<file path="src/design/ircp_pkg.sv">
// Shared types, constants and lookup functions for the IR command decoder with clip player.
package ircp_pkg;

  localparam int MaxSlots     = 50;
  localparam int CmdFirstSlot = 17;
  localparam int CmdBits      = 8;

  localparam int SlotW   = 6;
  localparam int TimeW   = 20;
  localparam int PeriodW = 7;
  localparam int PosW    = 13;
  localparam int ClipW   = 2;
  localparam int CfgIdxW = 3;

  localparam logic [TimeW-1:0] TimeMax = '1;

  localparam logic [TimeW-1:0]   RstLeaderMin    = 20'd10000;
  localparam logic [TimeW-1:0]   RstLeaderMax    = 20'd14000;
  localparam logic [TimeW-1:0]   RstOneMin       = 20'd2000;
  localparam logic [TimeW-1:0]   RstOneMax       = 20'd2300;
  localparam logic [TimeW-1:0]   RstFrameTimeout = 20'd1000000;
  localparam logic [PeriodW-1:0] RstSamplePeriod = 7'd125;

  localparam logic [CmdBits-1:0] CodeClip0 = 8'd22;
  localparam logic [CmdBits-1:0] CodeClip1 = 8'd12;
  localparam logic [CmdBits-1:0] CodeClip2 = 8'd24;
  localparam logic [CmdBits-1:0] CodeClip3 = 8'd94;

  localparam logic [PosW-1:0] LenClip0 = 13'd5476;
  localparam logic [PosW-1:0] LenClip1 = 13'd4021;
  localparam logic [PosW-1:0] LenClip2 = 13'd5226;
  localparam logic [PosW-1:0] LenClip3 = 13'd4517;

  typedef enum logic [CfgIdxW-1:0] {
    CfgLeaderMin    = 3'd0,
    CfgLeaderMax    = 3'd1,
    CfgOneMin       = 3'd2,
    CfgOneMax       = 3'd3,
    CfgFrameTimeout = 3'd4,
    CfgSamplePeriod = 3'd5
  } cfg_idx_e;

  typedef struct packed {
    logic [TimeW-1:0]   leader_min;
    logic [TimeW-1:0]   leader_max;
    logic [TimeW-1:0]   one_min;
    logic [TimeW-1:0]   one_max;
    logic [TimeW-1:0]   frame_timeout;
    logic [PeriodW-1:0] sample_period;
  } cfg_t;

  typedef struct packed {
    logic               first_edge;
    logic               done;
    logic               ok;
    logic [CmdBits-1:0] cmd;
    logic               start;
    logic [ClipW-1:0]   clip;
  } dec_evt_t;

  typedef struct packed {
    logic             valid;
    logic [ClipW-1:0] clip;
    logic [PosW-1:0]  index;
  } smp_t;

  typedef struct packed {
    logic             hit;
    logic [ClipW-1:0] clip;
  } clip_hit_t;

  function automatic clip_hit_t clip_lookup(logic [CmdBits-1:0] cmd);
    clip_hit_t r;
    r = '0;
    unique case (cmd)
      CodeClip0: r = '{hit: 1'b1, clip: 2'd0};
      CodeClip1: r = '{hit: 1'b1, clip: 2'd1};
      CodeClip2: r = '{hit: 1'b1, clip: 2'd2};
      CodeClip3: r = '{hit: 1'b1, clip: 2'd3};
      default:   r = '0;
    endcase
    return r;
  endfunction

  function automatic logic [PosW-1:0] clip_len(logic [ClipW-1:0] clip);
    logic [PosW-1:0] r;
    unique case (clip)
      2'd0:    r = LenClip0;
      2'd1:    r = LenClip1;
      2'd2:    r = LenClip2;
      default: r = LenClip3;
    endcase
    return r;
  endfunction

endpackage

</file>
<file path="src/design/ircp_decoder.sv">
// Frame timing, slot capture and command decode of the IR receiver edge stream.
module ircp_decoder import ircp_pkg::*; (
  input  logic     clk_i,
  input  logic     rst_ni,
  input  logic     step_i,
  input  logic     edge_i,
  input  cfg_t     cfg_i,
  output dec_evt_t evt_o
);

  logic               open_q, open_d;
  logic [SlotW-1:0]   slot_q, slot_d;
  logic [TimeW-1:0]   since_q, since_d;
  logic [TimeW-1:0]   leader_q, leader_d;
  logic [CmdBits-1:0] bits_q, bits_d;

  logic [TimeW-1:0] since_sat;
  logic [TimeW-1:0] timeout;
  logic [SlotW-1:0] slot_diff;
  logic [2:0]       bit_sel;
  logic             one_hit;
  logic             leader_hit;
  clip_hit_t        lookup;

  assign since_sat  = (since_q == TimeMax) ? since_q : since_q + 1'b1;
  assign timeout    = (cfg_i.frame_timeout == '0) ? TimeW'(1) : cfg_i.frame_timeout;
  assign slot_diff  = slot_q - SlotW'(CmdFirstSlot);
  assign bit_sel    = slot_diff[2:0];
  assign one_hit    = (since_sat >= cfg_i.one_min) && (since_sat <= cfg_i.one_max);
  assign leader_hit = (leader_q >= cfg_i.leader_min) && (leader_q <= cfg_i.leader_max);
  assign lookup     = clip_lookup(bits_q);

  always_comb begin
    open_d   = open_q;
    slot_d   = slot_q;
    since_d  = since_q;
    leader_d = leader_q;
    bits_d   = bits_q;
    evt_o    = '0;
    if (edge_i) begin
      if (!open_q) begin
        open_d           = 1'b1;
        slot_d           = '0;
        since_d          = '0;
        evt_o.first_edge = 1'b1;
      end else begin
        if (slot_q < SlotW'(MaxSlots)) begin
          if (slot_q == '0) begin
            leader_d = since_sat;
          end
          if ((slot_q >= SlotW'(CmdFirstSlot)) &&
              (slot_q < SlotW'(CmdFirstSlot + CmdBits))) begin
            bits_d[bit_sel] = one_hit;
          end
          slot_d = slot_q + 1'b1;
        end
        since_d = '0;
      end
    end else if (open_q) begin
      if (since_sat >= timeout) begin
        evt_o.done = 1'b1;
        if (leader_hit) begin
          evt_o.ok    = 1'b1;
          evt_o.cmd   = bits_q;
          evt_o.start = lookup.hit;
          evt_o.clip  = lookup.clip;
        end
        open_d   = 1'b0;
        leader_d = '0;
        slot_d   = '0;
        since_d  = '0;
      end else begin
        since_d = since_sat;
      end
    end
  end

  always_ff @(posedge clk_i or negedge rst_ni) begin
    if (!rst_ni) begin
      open_q   <= 1'b0;
      slot_q   <= '0;
      since_q  <= '0;
      leader_q <= '0;
      bits_q   <= '0;
    end else if (step_i) begin
      open_q   <= open_d;
      slot_q   <= slot_d;
      since_q  <= since_d;
      leader_q <= leader_d;
      bits_q   <= bits_d;
    end
  end

endmodule

</file>
<file path="src/design/ircp_player.sv">
// Clip playback sequencer: one sample index per sample period until the clip ends or a new frame starts.
module ircp_player import ircp_pkg::*; (
  input  logic               clk_i,
  input  logic               rst_ni,
  input  logic               step_i,
  input  dec_evt_t           evt_i,
  input  logic [PeriodW-1:0] period_i,
  output smp_t               smp_o
);

  logic               playing_q, playing_d;
  logic [ClipW-1:0]   clip_q, clip_d;
  logic [PosW-1:0]    pos_q, pos_d;
  logic [PeriodW-1:0] pc_q, pc_d;

  logic [PeriodW-1:0] period;
  logic [PeriodW-1:0] pc_inc;
  logic [PosW-1:0]    pos_inc;

  assign period  = (period_i == '0) ? PeriodW'(1) : period_i;
  assign pc_inc  = pc_q + 1'b1;
  assign pos_inc = pos_q + 1'b1;

  always_comb begin
    playing_d = playing_q;
    clip_d    = clip_q;
    pos_d     = pos_q;
    pc_d      = pc_q;
    smp_o     = '0;
    priority if (evt_i.first_edge) begin
      playing_d = 1'b0;
    end else if (evt_i.start) begin
      playing_d = 1'b1;
      clip_d    = evt_i.clip;
      pos_d     = '0;
      pc_d      = '0;
    end else if (playing_q) begin
      pc_d = pc_inc;
      if (pc_inc >= period) begin
        pc_d        = '0;
        smp_o.valid = 1'b1;
        smp_o.clip  = clip_q;
        smp_o.index = pos_q;
        pos_d       = pos_inc;
        if (pos_inc >= clip_len(clip_q)) begin
          playing_d = 1'b0;
        end
      end
    end
  end

  always_ff @(posedge clk_i or negedge rst_ni) begin
    if (!rst_ni) begin
      playing_q <= 1'b0;
      clip_q    <= '0;
      pos_q     <= '0;
      pc_q      <= '0;
    end else if (step_i) begin
      playing_q <= playing_d;
      clip_q    <= clip_d;
      pos_q     <= pos_d;
      pc_q      <= pc_d;
    end
  end

endmodule

</file>
<file path="src/design/ir_command_decoder_clip_player_unit.sv">
// Output: a result word is registered onto the outputs when its input word is accepted.
// Throughput: one input word per cycle unless a held result is stalled by out_ready_i;
// the output register lets a new word in while the held result is taken in the same cycle.
// Reset: rst_ni clears frame and playback state and returns all settings to their
// power-on values; no clearing pass is needed.
module ir_command_decoder_clip_player_unit import ircp_pkg::*; (
  input  logic               clk_i,
  input  logic               rst_ni,
  input  logic               in_valid_i,
  output logic               in_ready_o,
  input  logic               edge_req_i,
  output logic               out_valid_o,
  input  logic               out_ready_i,
  output logic               sample_valid_o,
  output logic [ClipW-1:0]   clip_o,
  output logic [PosW-1:0]    sample_index_o,
  output logic               frame_done_o,
  output logic               frame_ok_o,
  output logic [CmdBits-1:0] command_o,
  input  logic               cfg_valid_i,
  output logic               cfg_ready_o,
  input  logic [CfgIdxW-1:0] cfg_index_i,
  input  logic [TimeW-1:0]   cfg_data_i
);

  cfg_t     cfg_q;
  dec_evt_t evt;
  smp_t     smp;
  logic     step;
  logic     out_valid_q;

  logic               svalid_q, done_q, ok_q;
  logic [ClipW-1:0]   clip_q;
  logic [PosW-1:0]    index_q;
  logic [CmdBits-1:0] cmd_q;

  assign cfg_ready_o = 1'b1;
  assign in_ready_o  = !out_valid_q || out_ready_i;
  assign step        = in_valid_i && in_ready_o;

  always_ff @(posedge clk_i or negedge rst_ni) begin
    if (!rst_ni) begin
      cfg_q.leader_min    <= RstLeaderMin;
      cfg_q.leader_max    <= RstLeaderMax;
      cfg_q.one_min       <= RstOneMin;
      cfg_q.one_max       <= RstOneMax;
      cfg_q.frame_timeout <= RstFrameTimeout;
      cfg_q.sample_period <= RstSamplePeriod;
    end else if (cfg_valid_i) begin
      unique case (cfg_idx_e'(cfg_index_i))
        CfgLeaderMin:    cfg_q.leader_min    <= cfg_data_i;
        CfgLeaderMax:    cfg_q.leader_max    <= cfg_data_i;
        CfgOneMin:       cfg_q.one_min       <= cfg_data_i;
        CfgOneMax:       cfg_q.one_max       <= cfg_data_i;
        CfgFrameTimeout: cfg_q.frame_timeout <= cfg_data_i;
        CfgSamplePeriod: cfg_q.sample_period <= cfg_data_i[PeriodW-1:0];
        default: ;
      endcase
    end
  end

  ircp_decoder u_decoder (
    .clk_i  (clk_i),
    .rst_ni (rst_ni),
    .step_i (step),
    .edge_i (edge_req_i),
    .cfg_i  (cfg_q),
    .evt_o  (evt)
  );

  ircp_player u_player (
    .clk_i    (clk_i),
    .rst_ni   (rst_ni),
    .step_i   (step),
    .evt_i    (evt),
    .period_i (cfg_q.sample_period),
    .smp_o    (smp)
  );

  always_ff @(posedge clk_i or negedge rst_ni) begin
    if (!rst_ni) begin
      out_valid_q <= 1'b0;
    end else if (step) begin
      out_valid_q <= 1'b1;
    end else if (out_ready_i) begin
      out_valid_q <= 1'b0;
    end
  end

  always_ff @(posedge clk_i) begin
    if (step) begin
      svalid_q <= smp.valid;
      clip_q   <= smp.clip;
      index_q  <= smp.index;
      done_q   <= evt.done;
      ok_q     <= evt.ok;
      cmd_q    <= evt.cmd;
    end
  end

  assign out_valid_o    = out_valid_q;
  assign sample_valid_o = svalid_q;
  assign clip_o         = clip_q;
  assign sample_index_o = index_q;
  assign frame_done_o   = done_q;
  assign frame_ok_o     = ok_q;
  assign command_o      = cmd_q;

`ifndef SYNTHESIS
  a_no_sample_on_decode: assert property (@(posedge clk_i) disable iff (!rst_ni)
    out_valid_o |-> !(sample_valid_o && frame_done_o))
    else $error("sample due on a decode tick");

  a_bad_frame_no_cmd: assert property (@(posedge clk_i) disable iff (!rst_ni)
    (out_valid_o && !frame_ok_o) |-> (command_o == '0))
    else $error("command reported for a rejected frame");

  a_ok_needs_done: assert property (@(posedge clk_i) disable iff (!rst_ni)
    (out_valid_o && frame_ok_o) |-> frame_done_o)
    else $error("frame_ok without frame_done");

  a_idle_sample_zero: assert property (@(posedge clk_i) disable iff (!rst_ni)
    (out_valid_o && !sample_valid_o) |-> (clip_o == '0 && sample_index_o == '0))
    else $error("sample fields set with no sample due");

  a_index_in_clip: assert property (@(posedge clk_i) disable iff (!rst_ni)
    (out_valid_o && sample_valid_o) |-> (sample_index_o < clip_len(clip_o)))
    else $error("sample index beyond clip length");
`endif

endmodule
</file>
<file path="config.mk">
export PLATFORM = sky130hd
export DESIGN_NAME = ir_command_decoder_clip_player_unit
export DESIGN_NICKNAME = d
export VERILOG_FILES = /design/src/design/ircp_pkg.sv /design/src/design/ircp_decoder.sv /design/src/design/ircp_player.sv /design/src/design/ir_command_decoder_clip_player_unit.sv
export SDC_FILE = /design/constraint.sdc
export NUM_CORES = 1
export LEC_CHECK = 0
export ABC_AREA = 1
export BUFFER_PORTS_ARGS = -buffer_cell sky130_fd_sc_hd__buf_2
export CAP_MARGIN = 0
export CORE_ASPECT_RATIO = 0.6
export CORE_MARGIN = 2
export CORE_UTILIZATION = 56
export CTS_BUF_LIST = sky130_fd_sc_hd__clkbuf_8 sky130_fd_sc_hd__clkbuf_16
export DETAILED_ROUTE_END_ITERATION = 8
export PLACE_DENSITY = 0.82
export SYNTH_ARGS = -nofsm -noshare
export SYNTH_HDL_FRONTEND = slang
export SYNTH_SLANG_ARGS = --single-unit
</file>
<file path="constraint.sdc">
create_clock -name clk_i -period 3.2 [get_ports clk_i]
set_clock_uncertainty 0.2 [all_clocks]
set_input_delay 0.64 -clock clk_i [delete_from_list [all_inputs] [get_ports clk_i]]
set_output_delay 0.64 -clock clk_i [all_outputs]
set_load 0.01 [all_outputs]
</file>
# After elaboration in Yosys (flattened, before gate mapping)
# Cells that the tools add are included.
# totals
regBits	212
in_bits	29
output_inout_bits	29
wordCells	144
# op_classes
addsub	5
magnitude_cmp	12
eq_ne	15
mux	49
n_bitwise	6
reduce_logical	35
# ops
operator	count
$mux 20	11
$mux 13	8
$ge 20x20->1	3
$le 20x20->1	2
$pmux 13 s3	1
$mux 6	5
$mux 7	4
$add 20x1->20 const B	1
$eq 20x20->1 const B	1
$logic_not 20->1	1
$eq 8x5->1 const B	2
$mux 16	1
$reduce_and 2->1	7
$add 13x1->13 const B	1
$ge 13x13->1	1
$mux 1	13
$mux 12	1
$pmux 3 s4	1
$reduce_and 5->1	2
$reduce_bool 2->1	5
$bwmux 8	1
$eq 8x4->1 const B	1
$eq 8x7->1 const B	1
$reduce_and 4->1	2
other kinds (30)	46

# Longest topological paths before layout
# Gate-level depths: netlist of run 1.
# depth
word_depth	14
ltp_mapped	24
mapped_depth_nobuf	23

# Cells and area by module
# A second synthesis of run 1 with hierarchy kept.
# unflattened
hier_cells	1718
hier_area_um2	13261.5
# modules_own_cells
module	instances	cells_per_inst	area_each_um2	seq_area_each_um2
ircp_decoder	1	920	6078.3	1376.3
ir_command_decoder_clip_player_unit	1	512	5102.4	3530.9
ircp_player	1	286	2080.7	575.6

# Least setup slack after synthesis of run 1
# OpenSTA, ideal clock, no wires.
# synth_timing
path_type	register to register
startpoint	register u_decoder.since_q[0]
endpoint	register clip_q[0], in the netlist clip_o[0], data pin
setup_time_ns	0.256
t_arrival_ns	2.974
required_time_ns	2.744
slack_ns	-0.229
stages_incl_launch_ff	22
path_buffers	1
period_less_slack_ns	3.429
cell_sequence	dfrtp_1 > ha_1 > nand3_1 > nor2_1 > nand2_1 > inv_1 > nand2_2 > inv_1 > or2_2 > o21ai_0 > inv_1 > ha_1 > nand2_1 > nor2_1 > nand2_1 > nor2_1 > nand2_1 > nand4_2 > nand4_2 > nand3_1 > buf_2 > nor2_1
# synth_between
elab_chain_cells	7
word_cells_on_any_way	8
classes_between	add/sub (1); order compare (1); eq/ne (1); mux (4); reduce/logical (1)
# synth_rtl
element	line_no	rtl
start: declaration	ircp_decoder.sv:13	logic [TimeW-1:0] since_q, since_d;
start signal: assignment	ircp_decoder.sv:88	since_q <= since_d;
$add 20x1->20 / $eq 20x20->1 (equally long branches)	ircp_decoder.sv:25	assign since_sat = (since_q == TimeMax) ? since_q : since_q + 1'b1;
$mux 20 *	ircp_decoder.sv:25	
$ge 20x20->1 *	ircp_decoder.sv:60	if (since_sat >= timeout) begin
$mux 13 *	ircp_decoder.sv:60	
$mux 3 *	ircp_decoder.sv:59	end else if (open_q) begin
$mux 3 *	ircp_decoder.sv:40	if (edge_i) begin
$reduce_or 4->1 (no source line) *	-	
end signal: assignment	ir_command_decoder_clip_player_unit.sv:93	clip_q <= smp.clip;
end: declaration	ir_command_decoder_clip_player_unit.sv:33	logic [ClipW-1:0] clip_q;
# Every way passes the cells marked *; elsewhere a longest branch is shown, timed or not.
# A chain may end at the register's enable or synchronous reset.

# Worst setup path in the final report of run 1
# layout_timing
startpoint	register u_decoder.since_q[5]
endpoint	register u_player.clip_q[1]
# layout_between
elab_chain_cells	7
word_cells_on_any_way	8
classes_between	add/sub (1); order compare (1); eq/ne (1); mux (4); reduce/logical (1)
# layout_rtl
element	line_no	rtl
$add 20x1->20 / $eq 20x20->1 (equally long branches)	ircp_decoder.sv:25	
$mux 20 *	ircp_decoder.sv:25	
$ge 20x20->1 *	ircp_decoder.sv:60	
$mux 13 *	ircp_decoder.sv:60	
$mux 3 *	ircp_decoder.sv:59	
$mux 3 *	ircp_decoder.sv:40	
$reduce_and 3->1 (no source line)	-	
end signal: assignment	ircp_player.sv:60	clip_q <= clip_d;
end: declaration	ircp_player.sv:12	logic [ClipW-1:0] clip_q, clip_d;
# Marked as above.

==> results of run 1 <==
[tightest hold or removal path, delay by kind of cell]
family	cells	cell delay, ns
buffers and inverters	2	0.10
and+or+nand+nor	2	0.12
[layer usage]
| layer | track usage (%) | wire length [microns] |
|---|---|---|
| met1 | 47.8 | 17200 |
| met2 | 45.5 | 16300 |
| met3 | 6.78 | 4240 |
| met4 | 7.47 | 982 |
| met5 | 0 | 0 |
[cell type report]
| class | instances | area share [%] |
|---|---|---|
| diodes | 1 | 0.0156 |
| clock buffers | 23 | 3.53 |
| clock inverters | 14 | 0.961 |
| inverters | 273 | 6.47 |
| multi-input cells | 1057 | 42.0 |
| flip-flops and latches | 212 | 34.3 |
| well taps | 286 | 2.24 |
| repair buffers | 213 | 10.5 |
[flip-flops by register name, summed over array words and instances, names as in the netlist, 2 cells and up]
| signal | flops |
|---|---|
| clip_o | 2 |
| u_decoder.slot_q | 6 |
| u_player.clip_q | 2 |
| u_decoder.leader_q | 20 |
| u_player.pos_q | 13 |
| u_player.pc_q | 7 |
| sample_index_o | 13 |
| u_decoder.bits_q | 8 |
| cfg_q | 107 |
| u_decoder.since_q | 20 |
| command_o | 8 |
[power groups by stage]
stage | Combinational (mW) | Clock [mW] | Sequential [mW]
after floorplan | 1.10 | 0 | 3.31
after global placement | 1.62 | 0 | 3.36
after detailed placement | 1.71 | 0 | 3.37
after CTS | 1.85 | 2.64 | 3.33
after global routing | 2.26 | 2.76 | 3.38
final | 2.04 | 2.63 | 3.34
[final timing paths]
kind,end,startpoint,slack (ns)
max,u_player.clip_q[1]$_DFFE_PN0P_,u_decoder.since_q[5]$_DFFE_PN0P_,-0.40
min,out_valid_o$_DFFE_PN0P_,out_ready_i,0.19
max reg2reg,u_player.clip_q[1]$_DFFE_PN0P_,u_decoder.since_q[5]$_DFFE_PN0P_,-0.40
min reg2reg,cfg_q[22]$_DFFE_PN0P_,cfg_q[22]$_DFFE_PN0P_,0.29
max in group asynchronous,cfg_q[5]$_DFFE_PN1P_,rst_ni,1.49
min in group asynchronous,cfg_q[106]$_DFFE_PN0P_,rst_ni,0.48
[logic make-up after synthesis]
| family | after synthesis |
|---|---|
| buffers and inverters | 313 |
| adder cells (fa/ha/maj) | 126 |
| AO/OA/AOI/OAI | 247 |
| AND/OR/NAND/NOR | 653 |
| flip-flops | 212 |
| other | 1 |
| XOR/XNOR | 26 |
[cell usage in the layout (no fill, tap or decap), types with 6 or more instances in the layout]
cell type	n
a21oi_1	50
a21oi_2	6
buf_12	8
buf_2	55
buf_4	126
buf_6	21
clkbuf_16	24
dfrtp_1	146
dfstp_2	38
edfxtp_1	26
ha_1	118
ha_4	8
inv_1	263
inv_2	8
nand2_1	353
nand2_2	21
nand2_4	9
nand3_1	50
nand3_2	14
nand3_4	6
nand4_1	27
nor2_1	98
nor2_2	10
nor2_4	16
nor3_1	16
nor4_1	7
o21ai_0	130
o21ai_1	11
o21ai_2	19
o22ai_2	13
or2_2	10
xor2_1	24
[repair_timing]
action / CTS / global route
gates resized for setup: 95 / 91
cloned: 4 / 3
hold endpoints to repair: 49 / 0
hold buffers: 1 / 0
setup buffers: 17 / 20
pin swaps: 15 / 23
endpoints found under the setup margin: 104 / 104
[through the flow]
step | hold WS [ns] | std cells | power, mW | instance area, sq um | setup TNS (ns)
6_report | 0.191 | 2079 | 8.02 | 16000 | -31.07
5_1_grt | 0.243 | 2078 | 8.40 | 16000 | -47.12
4_1_cts | 0.192 | 2059 | 7.82 | 15400 | -9.62
3_5_place_dp | 0.274 | 2001 | 5.09 | 14100 | -34.86
3_3_place_gp | 0.267 | 2001 | 4.98 | 14100 | -26.90
2_1_floorplan | 0.144 | 1578 | 4.42 | 12700 | 0
[cells in the mapped netlist, types with 2 or more instances]
cell / count
nand4_2: 2
nand4_1: 27
or2_2: 10
buf_6: 4
inv_2: 4
nand2_2: 6
nand2_1: 379
a21o_1: 3
a21oi_1: 56
nand3_1: 67
dfstp_2: 38
o21a_1: 2
edfxtp_1: 26
nor2_2: 6
nor2_4: 3
xor2_1: 26
buf_2: 8
nor4_1: 11
inv_1: 269
nor3_1: 21
clkbuf_1: 26
o22ai_1: 14
nor2_1: 115
o21ai_2: 10
a211oi_1: 2
o21ai_0: 150
ha_1: 126
buf_4: 2
dfrtp_1: 148
nand3_2: 2
==> results.sh, run 1 <==
export IMPL_grt_max_degree=66
export IMPL_fin_util_pct=72.5
export IMPL_synth_top_cell_by_area="dfrtp_1"
export IMPL_rsz0062_at_grt="yes"
export IMPL_drc_errors=0
export IMPL_path_common_cell="nand2_2"
export IMPL_h_tree_depth=1
export IMPL_synthXorXnorAreaFrac_pct=1.80
export IMPL_synth_fp_nets=1733
export IMPL_holdPathStages=4
export IMPL_initial_utilization_pct=57.2
export IMPL_r2r_cells=21
export IMPL_antenna_found_initial=0
export IMPL_path_depth=21
export IMPL_synthArstFlopShare_pct=87.7
export IMPL_synth_cell_types=45
export IMPL_vias=11844
export IMPL_ant_nets=0
export IMPL_syn_area_sq_mm=0.0126
export IMPL_area_sequential_sq_mm=0.00549
export IMPL_synth_edf_count=26
export IMPL_hold_class="in -> reg"
export IMPL_worst_ep_arrival_time_ns=3.83
export IMPL_hold_viol_final=0
export IMPL_cts_root_buf="clkbuf_16"
export IMPL_cpLargestDelayFamily="simple AND/OR/NAND/NOR gates"
export IMPL_nFillCells=1557
export IMPL_clock_power_share_pct=32.8
export IMPL_postSynthCellCount=1578
export IMPL_fin_crit_sh_pct=113
export IMPL_synth_mux_area_share_pct=0
export IMPL_crit_buf_inv=5
export IMPL_synth_ff_latch_count=212
export IMPL_power_frac_seq_pct=41.7
export IMPL_synthTopCellsByArea="dfrtp_1, ha_1, nand2_1"
export IMPL_grt_overflow=0
export IMPL_first_iter_violations=1371
export IMPL_cts_buffers=21
export IMPL_synth_ff_type="dfrtp_1"
export IMPL_post_synth_top_area_fraction_pct=29.3
export IMPL_grt_pass1_vias=11138
export IMPL_place_congestion=1.00
export IMPL_swShare_pct=32.5
export IMPL_multi_input_area_sq_mm=0.00673
export IMPL_max_stage_delay_ns=0.35
export IMPL_power_net_switching_mw=2.60
export IMPL_synth_top_family_by_area="simple AND/OR/NAND/NOR gates"
export IMPL_cp_required_ns=3.42
export IMPL_dr_pass1_iters=5
export IMPL_avgSynthCellArea_sq_um=8.01
export IMPL_clock_fmax_mhz=278
export IMPL_slew_viol_final=0
export IMPL_clock_latency_ns=0.51
export IMPL_nets=1933
export IMPL_internal_power_mw=5.42
export IMPL_leakagePower_nw=8.14
export IMPL_period_minus_slack_ns=3.60
export IMPL_io_pins=58
export IMPL_drive_gt1_share_pct=25.2
export IMPL_grtUsageTotal_pct=31.4
export IMPL_grt_pass1_wl_mm=58.1
export IMPL_port_buffers=56
export IMPL_cp_cell_sequence="inv_1 -> nor3_2 -> nand2_2 -> nor4_2 -> nand3_1 -> a21oi_2 -> inv_1 -> ha_1 -> nand2_2 -> nor2_4 -> nand2_2 -> nor2_1 -> nand2_2 -> nand4_4 -> buf_6 -> nand4_4 -> buf_4 -> buf_6 -> nor2_4 -> nand3_1 -> o21ai_0"
export IMPL_cts_buffer_depth=3
export IMPL_yosys_area_share_simple_pct=22.0
export IMPL_combPwrFrac_pct=25.5
export IMPL_crit_slowest_cell="dfrtp_1"
export IMPL_clk_pin_slew_ns=0.07
export IMPL_wl_mm=38.7
export IMPL_num_rows=42
export IMPL_clkSinkCount=212
export IMPL_post_place_ws_ns=-0.566
export IMPL_fp_dieW_microns=198
export IMPL_post_dp_hpwl_mm=26.3
export IMPL_synthAdderAreaFrac_pct=12.5
export IMPL_status="complete, but fails checks"
export IMPL_wl_per_cell_microns=18.6
export IMPL_fp_coreArea_sq_mm=0.0221
export IMPL_max_cap_viol_count=0
export IMPL_relSlewSlack_pct=14.8
export IMPL_synth_compound_area_share_pct=10.6
export IMPL_yosys_warnings=0
export IMPL_vdd_drop_max_v=0.000370
export IMPL_cp_start_kind="flip-flop"
export IMPL_cts_tree="yes"
export IMPL_setup_viol=104
export IMPL_violations="setup timing"
export IMPL_crit_type="reg -> reg"
export IMPL_power_density_mw_per_mm2=501
export IMPL_area_delta_synth_final_pct=26.7
export IMPL_die_y_microns=120
export IMPL_dieArea_sq_mm=0.0238
export IMPL_fin_ws_ns=-0.401
export IMPL_cp_max_fo=4
export IMPL_worst_pin_slew_ns=1.26
export IMPL_end_kind="flip-flop"
export IMPL_ys_seq_area_share_pct=43.4
export IMPL_vias_per_cell=5.70
Power figures use the tool's default switching activity.
==> inputs of run 2 (changes only) <==
--- a/config.mk
+++ b/config.mk
@@ -10,5 +10,5 @@
 export CAP_MARGIN = 0
 export CORE_ASPECT_RATIO = 0.6
-export CORE_MARGIN = 2
+export CORE_MARGIN = 3
 export CORE_UTILIZATION = 56
 export CTS_BUF_LIST = sky130_fd_sc_hd__clkbuf_8 sky130_fd_sc_hd__clkbuf_16
--- a/constraint.sdc
+++ b/constraint.sdc
@@ -3,3 +3,3 @@
 set_input_delay 0.64 -clock clk_i [delete_from_list [all_inputs] [get_ports clk_i]]
 set_output_delay 0.64 -clock clk_i [all_outputs]
-set_load 0.01 [all_outputs]
+set_load 0.005 [all_outputs]
==> results.sh, run 2 (synthesis results as in run 1) <==
export IMPL_clk_pin_slew_ns=0.07
export IMPL_cts_buffer_depth=3
export IMPL_grt_max_degree=63
export IMPL_fp_dieW_microns=200
export IMPL_vias=11890
export IMPL_crit_type="reg -> reg"
export IMPL_first_iter_violations=1343
export IMPL_rrSetupSlack_ns=-0.41
export IMPL_crit_slowest_cell="dfrtp_1"
export IMPL_dieArea_sq_mm=0.0245
export IMPL_clock_fmax_mhz=277
export IMPL_grt_pass1_vias=10967
export IMPL_leakagePower_nw=8.01
export IMPL_most_common_layout_cells="nand2_1, inv_1, dfrtp_1"
export IMPL_cts_buffers=21
export IMPL_grt_pass1_wl_mm=57.8
export IMPL_status="complete, but fails checks"
export IMPL_nets=1920
export IMPL_reg_largest_list="cfg_q: 107 flops, u_decoder.leader_q: 20 flops, u_decoder.since_q: 20 flops"
export IMPL_h_tree_depth=1
export IMPL_violations="setup timing"
export IMPL_worst_pin_slew_ns=1.06
export IMPL_finalInstanceArea_sq_mm=0.0160
export IMPL_period_minus_slack_ns=3.61
export IMPL_cp_max_fo=5
export IMPL_max_cap_viol_count=0
export IMPL_finalPower_mw=7.80
export IMPL_initial_utilization_pct=58.5
export IMPL_reg2reg_to="u_player.pos_q[4]$_DFFE_PN0P_"
export IMPL_multi_input_area_sq_mm=0.00678
export IMPL_grt_overflow=0
export IMPL_hold_viol_final=0
export IMPL_antenna_found_initial=0
export IMPL_reg2reg_from="u_decoder.since_q[4]$_DFFE_PN0P_"
export IMPL_wl_per_cell_microns=18.7
export IMPL_path_common_cell="nand2_1"
export IMPL_max_stage_delay_ns=0.43
export IMPL_largest_reg_flops=107
export IMPL_fin_util_pct=73.9
export IMPL_clkSinkCount=212
export IMPL_place_congestion=1.05
export IMPL_relSlewSlack_pct=28.6
export IMPL_ant_nets=0
export IMPL_cts_root_buf="clkbuf_16"
export IMPL_hold_path_endpoint="out_valid_o$_DFFE_PN0P_"
export IMPL_die_y_microns=122
export IMPL_hp_start="out_ready_i"
export IMPL_cp_cell_sequence="nand2_2 -> nor3_2 -> nand2_1 -> nor4_2 -> nand3_1 -> a21oi_2 -> inv_2 -> ha_4 -> nand2_4 -> nor2_4 -> nand2_2 -> nor2_1 -> nand2_1 -> nand4_4 -> inv_2 -> nor2_2 -> nand3_2 -> nand2_4 -> clkbuf_16 -> nand3_2 -> nand2_1"
export IMPL_r2r_cells=21
export IMPL_io_pins=58
export IMPL_fin_crit_sh_pct=113
export IMPL_port_buffers=56
export IMPL_cts_tree="yes"
export IMPL_clock_latency_ns=0.52
export IMPL_cp_start_kind="flip-flop"
export IMPL_end_kind="flip-flop"
export IMPL_vias_per_cell=5.72
export IMPL_largest_register="cfg_q"
export IMPL_nFillCells=1438
export IMPL_wl_mm=39.0
export IMPL_drive_gt1_share_pct=26.1
export IMPL_post_dp_hpwl_mm=27.2
export IMPL_vdd_drop_max_v=0.000451
export IMPL_drc_errors=0
export IMPL_power_density_mw_per_mm2=488
export IMPL_rsz0062_at_grt="yes"
export IMPL_area_delta_synth_final_pct=26.4
export IMPL_slew_viol_final=0
export IMPL_worst_ep_arrival_time_ns=3.87
export IMPL_setup_viol=104
export IMPL_final_common_cell="nand2_1"
export IMPL_dpl_cell_area_sq_mm=0.0141
export IMPL_dr_pass1_iters=5
export IMPL_fp_coreArea_sq_mm=0.0216
export IMPL_post_place_ws_ns=-0.317
export IMPL_cp_required_ns=3.46
export IMPL_setup_tns_final_ns=-31.35
export IMPL_holdPathStages=4
export IMPL_diodes=0
export IMPL_num_rows=41
export IMPL_hold_class="in -> reg"
export IMPL_area_sequential_sq_mm=0.00549
export IMPL_grtUsageTotal_pct=30.5
export IMPL_fin_ws_ns=-0.411
==> run 2: cell count changes in the layout (fill, tap and decap cells not counted), sizes merged, moves of 3 or more <==
cell and delta:
buf -12, clkbuf +6, inv +6, clkinv -5, bufinv -3
==> run 2: worst max-delay path by stage <==
| stage | start | end | slack [ns] |
|---|---|---|---|
| final | u_decoder.since_q[4]$_DFFE_PN0P_ | u_player.pos_q[4]$_DFFE_PN0P_ | -0.41 |
| after global routing | u_decoder.since_q[1]$_DFFE_PN0P_ | u_player.pos_q[4]$_DFFE_PN0P_ | -0.52 |
| after CTS | u_decoder.since_q[4]$_DFFE_PN0P_ | u_player.pos_q[0]$_DFFE_PN0P_ | -0.14 |
| after detailed placement | u_decoder.since_q[2]$_DFFE_PN0P_ | u_decoder.leader_q[7]$_DFFE_PN0P_ | -0.32 |
| after global placement | u_decoder.since_q[15]$_DFFE_PN0P_ | u_decoder.leader_q[12]$_DFFE_PN0P_ | -0.30 |
| after floorplan | u_decoder.since_q[1]$_DFFE_PN0P_ | u_decoder.leader_q[19]$_DFFE_PN0P_ | 0.01 |
==> run 2: cell type report <==
cell class | instances | area share (%)
multi-input combinational | 1054 | 42.5
sequential | 212 | 34.4
timing repair buffer | 203 | 10.3
inverter | 273 | 6.43
clock buffer | 27 | 3.81
tap | 301 | 2.36
clock inverter | 10 | 0.306
==> run 2: through the flow <==
stage,hold slack (ns),cells
4_1_cts,0.199,2064
2_1_floorplan,0.144,1578
5_1_grt,0.253,2080
3_3_place_gp,0.266,2010
6_report,0.211,2080
3_5_place_dp,0.274,2010
==> run 2: critical path: cells and delay by family, from the launching register on <==
| kind | cells | cell delay [ns] |
|---|---|---|
| AOI/OAI and AO/OA | 1 | 0.26 |
| adders and majority gates | 1 | 0.29 |
| buffers and inverters | 3 | 0.34 |
| DFF | 1 | 0.43 |
| and+or+nand+nor | 16 | 2.04 |
==> run 2: where the power goes <==
part / internal (mW) / switching (mW)
Sequential: 3.11 / 0.239
Combinational: 0.755 / 1.26
Clock: 1.33 / 1.09
==> run 2: per-layer routing <==
layer	global-route usage (%)	vias to the layer above	part of all wire, %
met1	46.1	5698	44
met5	0	-	0
li1	-	5467	-
met3	9.03	78	12
met2	43.3	647	41
met4	6.66	0	2.1
==> run 2: repair_timing <==
action / CTS / global route
gates resized for setup: 85 / 119
hold buffers: 1 / 0
pin swaps: 47 / 32
hold endpoints to repair: 43 / 0
gates cloned: 2 / 6
endpoints found under the setup margin: 103 / 104
buffers inserted: 15 / 11
==> inputs of run 3 (changes only) <==
Settings changed: REMOVE_ABC_BUFFERS set to 1.
==> results.sh, run 3 (synthesis results as in run 1) <==
export IMPL_status="complete, but fails checks"
export IMPL_violations="setup timing"
export IMPL_post_dp_hpwl_mm=26.6
export IMPL_reg_largest_list="cfg_q: 107 flops, u_decoder.leader_q: 20 flops, u_decoder.since_q: 20 flops"
export IMPL_first_iter_violations=1660
export IMPL_most_common_layout_cells="nand2_1, inv_1, dfrtp_1"
export IMPL_finalInstanceArea_sq_mm=0.0162
export IMPL_grt_max_degree=61
export IMPL_grt_pass1_wl_mm=59.3
export IMPL_hold_class="in -> reg"
export IMPL_max_stage_delay_ns=0.43
export IMPL_ant_nets=0
export IMPL_vias=12269
export IMPL_clk_pin_slew_ns=0.07
export IMPL_post_place_ws_ns=-0.458
export IMPL_path_common_cell="nand2_1"
export IMPL_fp_dieW_microns=200
export IMPL_final_common_cell="nand2_1"
export IMPL_largest_reg_flops=107
export IMPL_dp_cells=2005
export IMPL_area_delta_synth_final_pct=28.3
export IMPL_cp_start_kind="flip-flop"
export IMPL_crit_buf_inv=7
export IMPL_fin_cells=2084
export IMPL_dr_pass1_iters=6
export IMPL_num_rows=41
export IMPL_largest_register="cfg_q"
export IMPL_fin_hold_ws_ns=0.214
export IMPL_worst_ep_arrival_time_ns=4.05
export IMPL_cpLargestDelayFamily="simple AND/OR/NAND/NOR gates"
export IMPL_cp_max_fo=14
export IMPL_clock_latency_ns=0.53
export IMPL_cts_root_buf="clkbuf_16"
export IMPL_drc_errors=0
export IMPL_relSlewSlack_pct=13.3
export IMPL_cts_buffer_depth=3
export IMPL_dieArea_sq_mm=0.0245
export IMPL_period_minus_slack_ns=3.79
export IMPL_nets=1922
export IMPL_cts_buffers=22
export IMPL_max_cap_viol_count=0
export IMPL_clock_fmax_mhz=264
export IMPL_initial_utilization_pct=58.5
export IMPL_fin_util_pct=75.0
export IMPL_fin_crit_sh_pct=118
export IMPL_grtUsageTotal_pct=31.1
export IMPL_cp_cell_sequence="buf_4 -> nand4_1 -> nor2_1 -> nand2_1 -> inv_2 -> nand2_4 -> buf_8 -> nand2_1 -> ha_1 -> nand2_1 -> nor2_1 -> buf_4 -> nand2_1 -> nor2_1 -> nand2_1 -> nand4_4 -> buf_6 -> nand4_4 -> nand2_4 -> buf_12 -> buf_12 -> nand3_1 -> nand2_1"
export IMPL_fp_coreArea_sq_mm=0.0216
export IMPL_crit_type="reg -> reg"
export IMPL_crit_slowest_cell="dfrtp_1"
export IMPL_dpl_cell_area_sq_mm=0.0140
export IMPL_fin_ws_ns=-0.589
export IMPL_place_congestion=0.979
export IMPL_wl_mm=41.3
export IMPL_setup_viol=104
export IMPL_setup_tns_final_ns=-42.41
export IMPL_finalPower_mw=8.08
export IMPL_die_y_microns=122
export IMPL_vdd_drop_max_v=0.000425
export IMPL_power_density_mw_per_mm2=498
export IMPL_drive_gt1_share_pct=26.2
export IMPL_end_kind="flip-flop"
export IMPL_hold_viol_final=0
export IMPL_cp_required_ns=3.46
export IMPL_antenna_found_initial=1
export IMPL_leakagePower_nw=8.22
export IMPL_slew_viol_final=0
export IMPL_clkSinkCount=212
export IMPL_io_pins=58
export IMPL_rsz0062_at_grt="yes"
export IMPL_cts_tree="yes"
export IMPL_diodes=0
export IMPL_grt_pass1_vias=11064
export IMPL_port_buffers=56
export IMPL_h_tree_depth=1
export IMPL_wl_per_cell_microns=19.8
export IMPL_vias_per_cell=5.89
export IMPL_grt_overflow=0
export IMPL_worst_pin_slew_ns=1.29
==> run 3: cell types whose count changed in the layout (fill, tap and decap cells not counted), moves of 4 or more <==
cell,change
buf_12,+5
o22ai_2,-8
nor2_1,+14
o21ai_0,+4
buf_4,-9
o22ai_1,+8
nand2_1,-24
nand2_4,+6
nor2_4,-6
nand2_2,+16
nor2_2,-8
==> run 3: worst paths after layout <==
kind | depth (start not counted) | to | from | slack [ns]
max in group asynchronous | 3 | cfg_q[80]$_DFFE_PN1P_ | rst_ni | 1.51
min in group asynchronous | 2 | u_decoder.slot_q[2]$_DFFE_PN0P_ | rst_ni | 0.44
min reg2reg | 2 | cfg_q[78]$_DFFE_PN0P_ | cfg_q[78]$_DFFE_PN0P_ | 0.28
max | 23 | u_player.pos_q[5]$_DFFE_PN0P_ | u_decoder.since_q[4]$_DFFE_PN0P_ | -0.59
min | 4 | out_valid_o$_DFFE_PN0P_ | out_ready_i | 0.21
max reg2reg | 23 | u_player.pos_q[5]$_DFFE_PN0P_ | u_decoder.since_q[4]$_DFFE_PN0P_ | -0.59
==> run 3: where the power goes <==
part | internal, mW | leakage, nW | switching (mW) | total [mW]
clock | 1.45 | 0.382 | 1.13 | 2.58
combinational | 0.819 | 5.26 | 1.32 | 2.14
sequential | 3.11 | 2.57 | 0.243 | 3.36
==> run 3: cell type report <==
type / instances / area, sq um
fillers: 1434 / 5390
repair buffers: 203 / 1740
clock inverters: 14 / 88.8
well taps: 301 / 377
inverters: 273 / 1030
clock buffers: 26 / 617
flip-flops and latches: 212 / 5480
multi-input cells: 1055 / 6870
==> run 3: metal layers <==
layer  wire, microns  share of wire (%)  up-vias  global-route usage, %
met1           17100                 41     5886                   46.9
met4            1150                2.8        0                   5.57
li1                -                  -     5467                      -
met5               0                  0        -                      0
met2           17600                 43      774                   45.6
met3            5470                 13      142                   8.37
==> run 3: timing repair <==
| action | 4_1_cts | 5_1_grt |
|---|---|---|
| cloned | 4 | 7 |
| pin swaps | 42 | 77 |
| resized for setup | 117 | 125 |
| hold buffers | 1 | 0 |
| endpoints found under the hold margin | 43 | 0 |
| buffers inserted | 20 | 12 |
| endpoints found under the setup margin | 104 | 104 |
==> run 3: worst min-delay path: cells and delay by family <==
| family | cells | cell delay, ns |
|---|---|---|
| buffers and inverters | 2 | 0.10 |
| and+or+nand+nor | 2 | 0.15 |
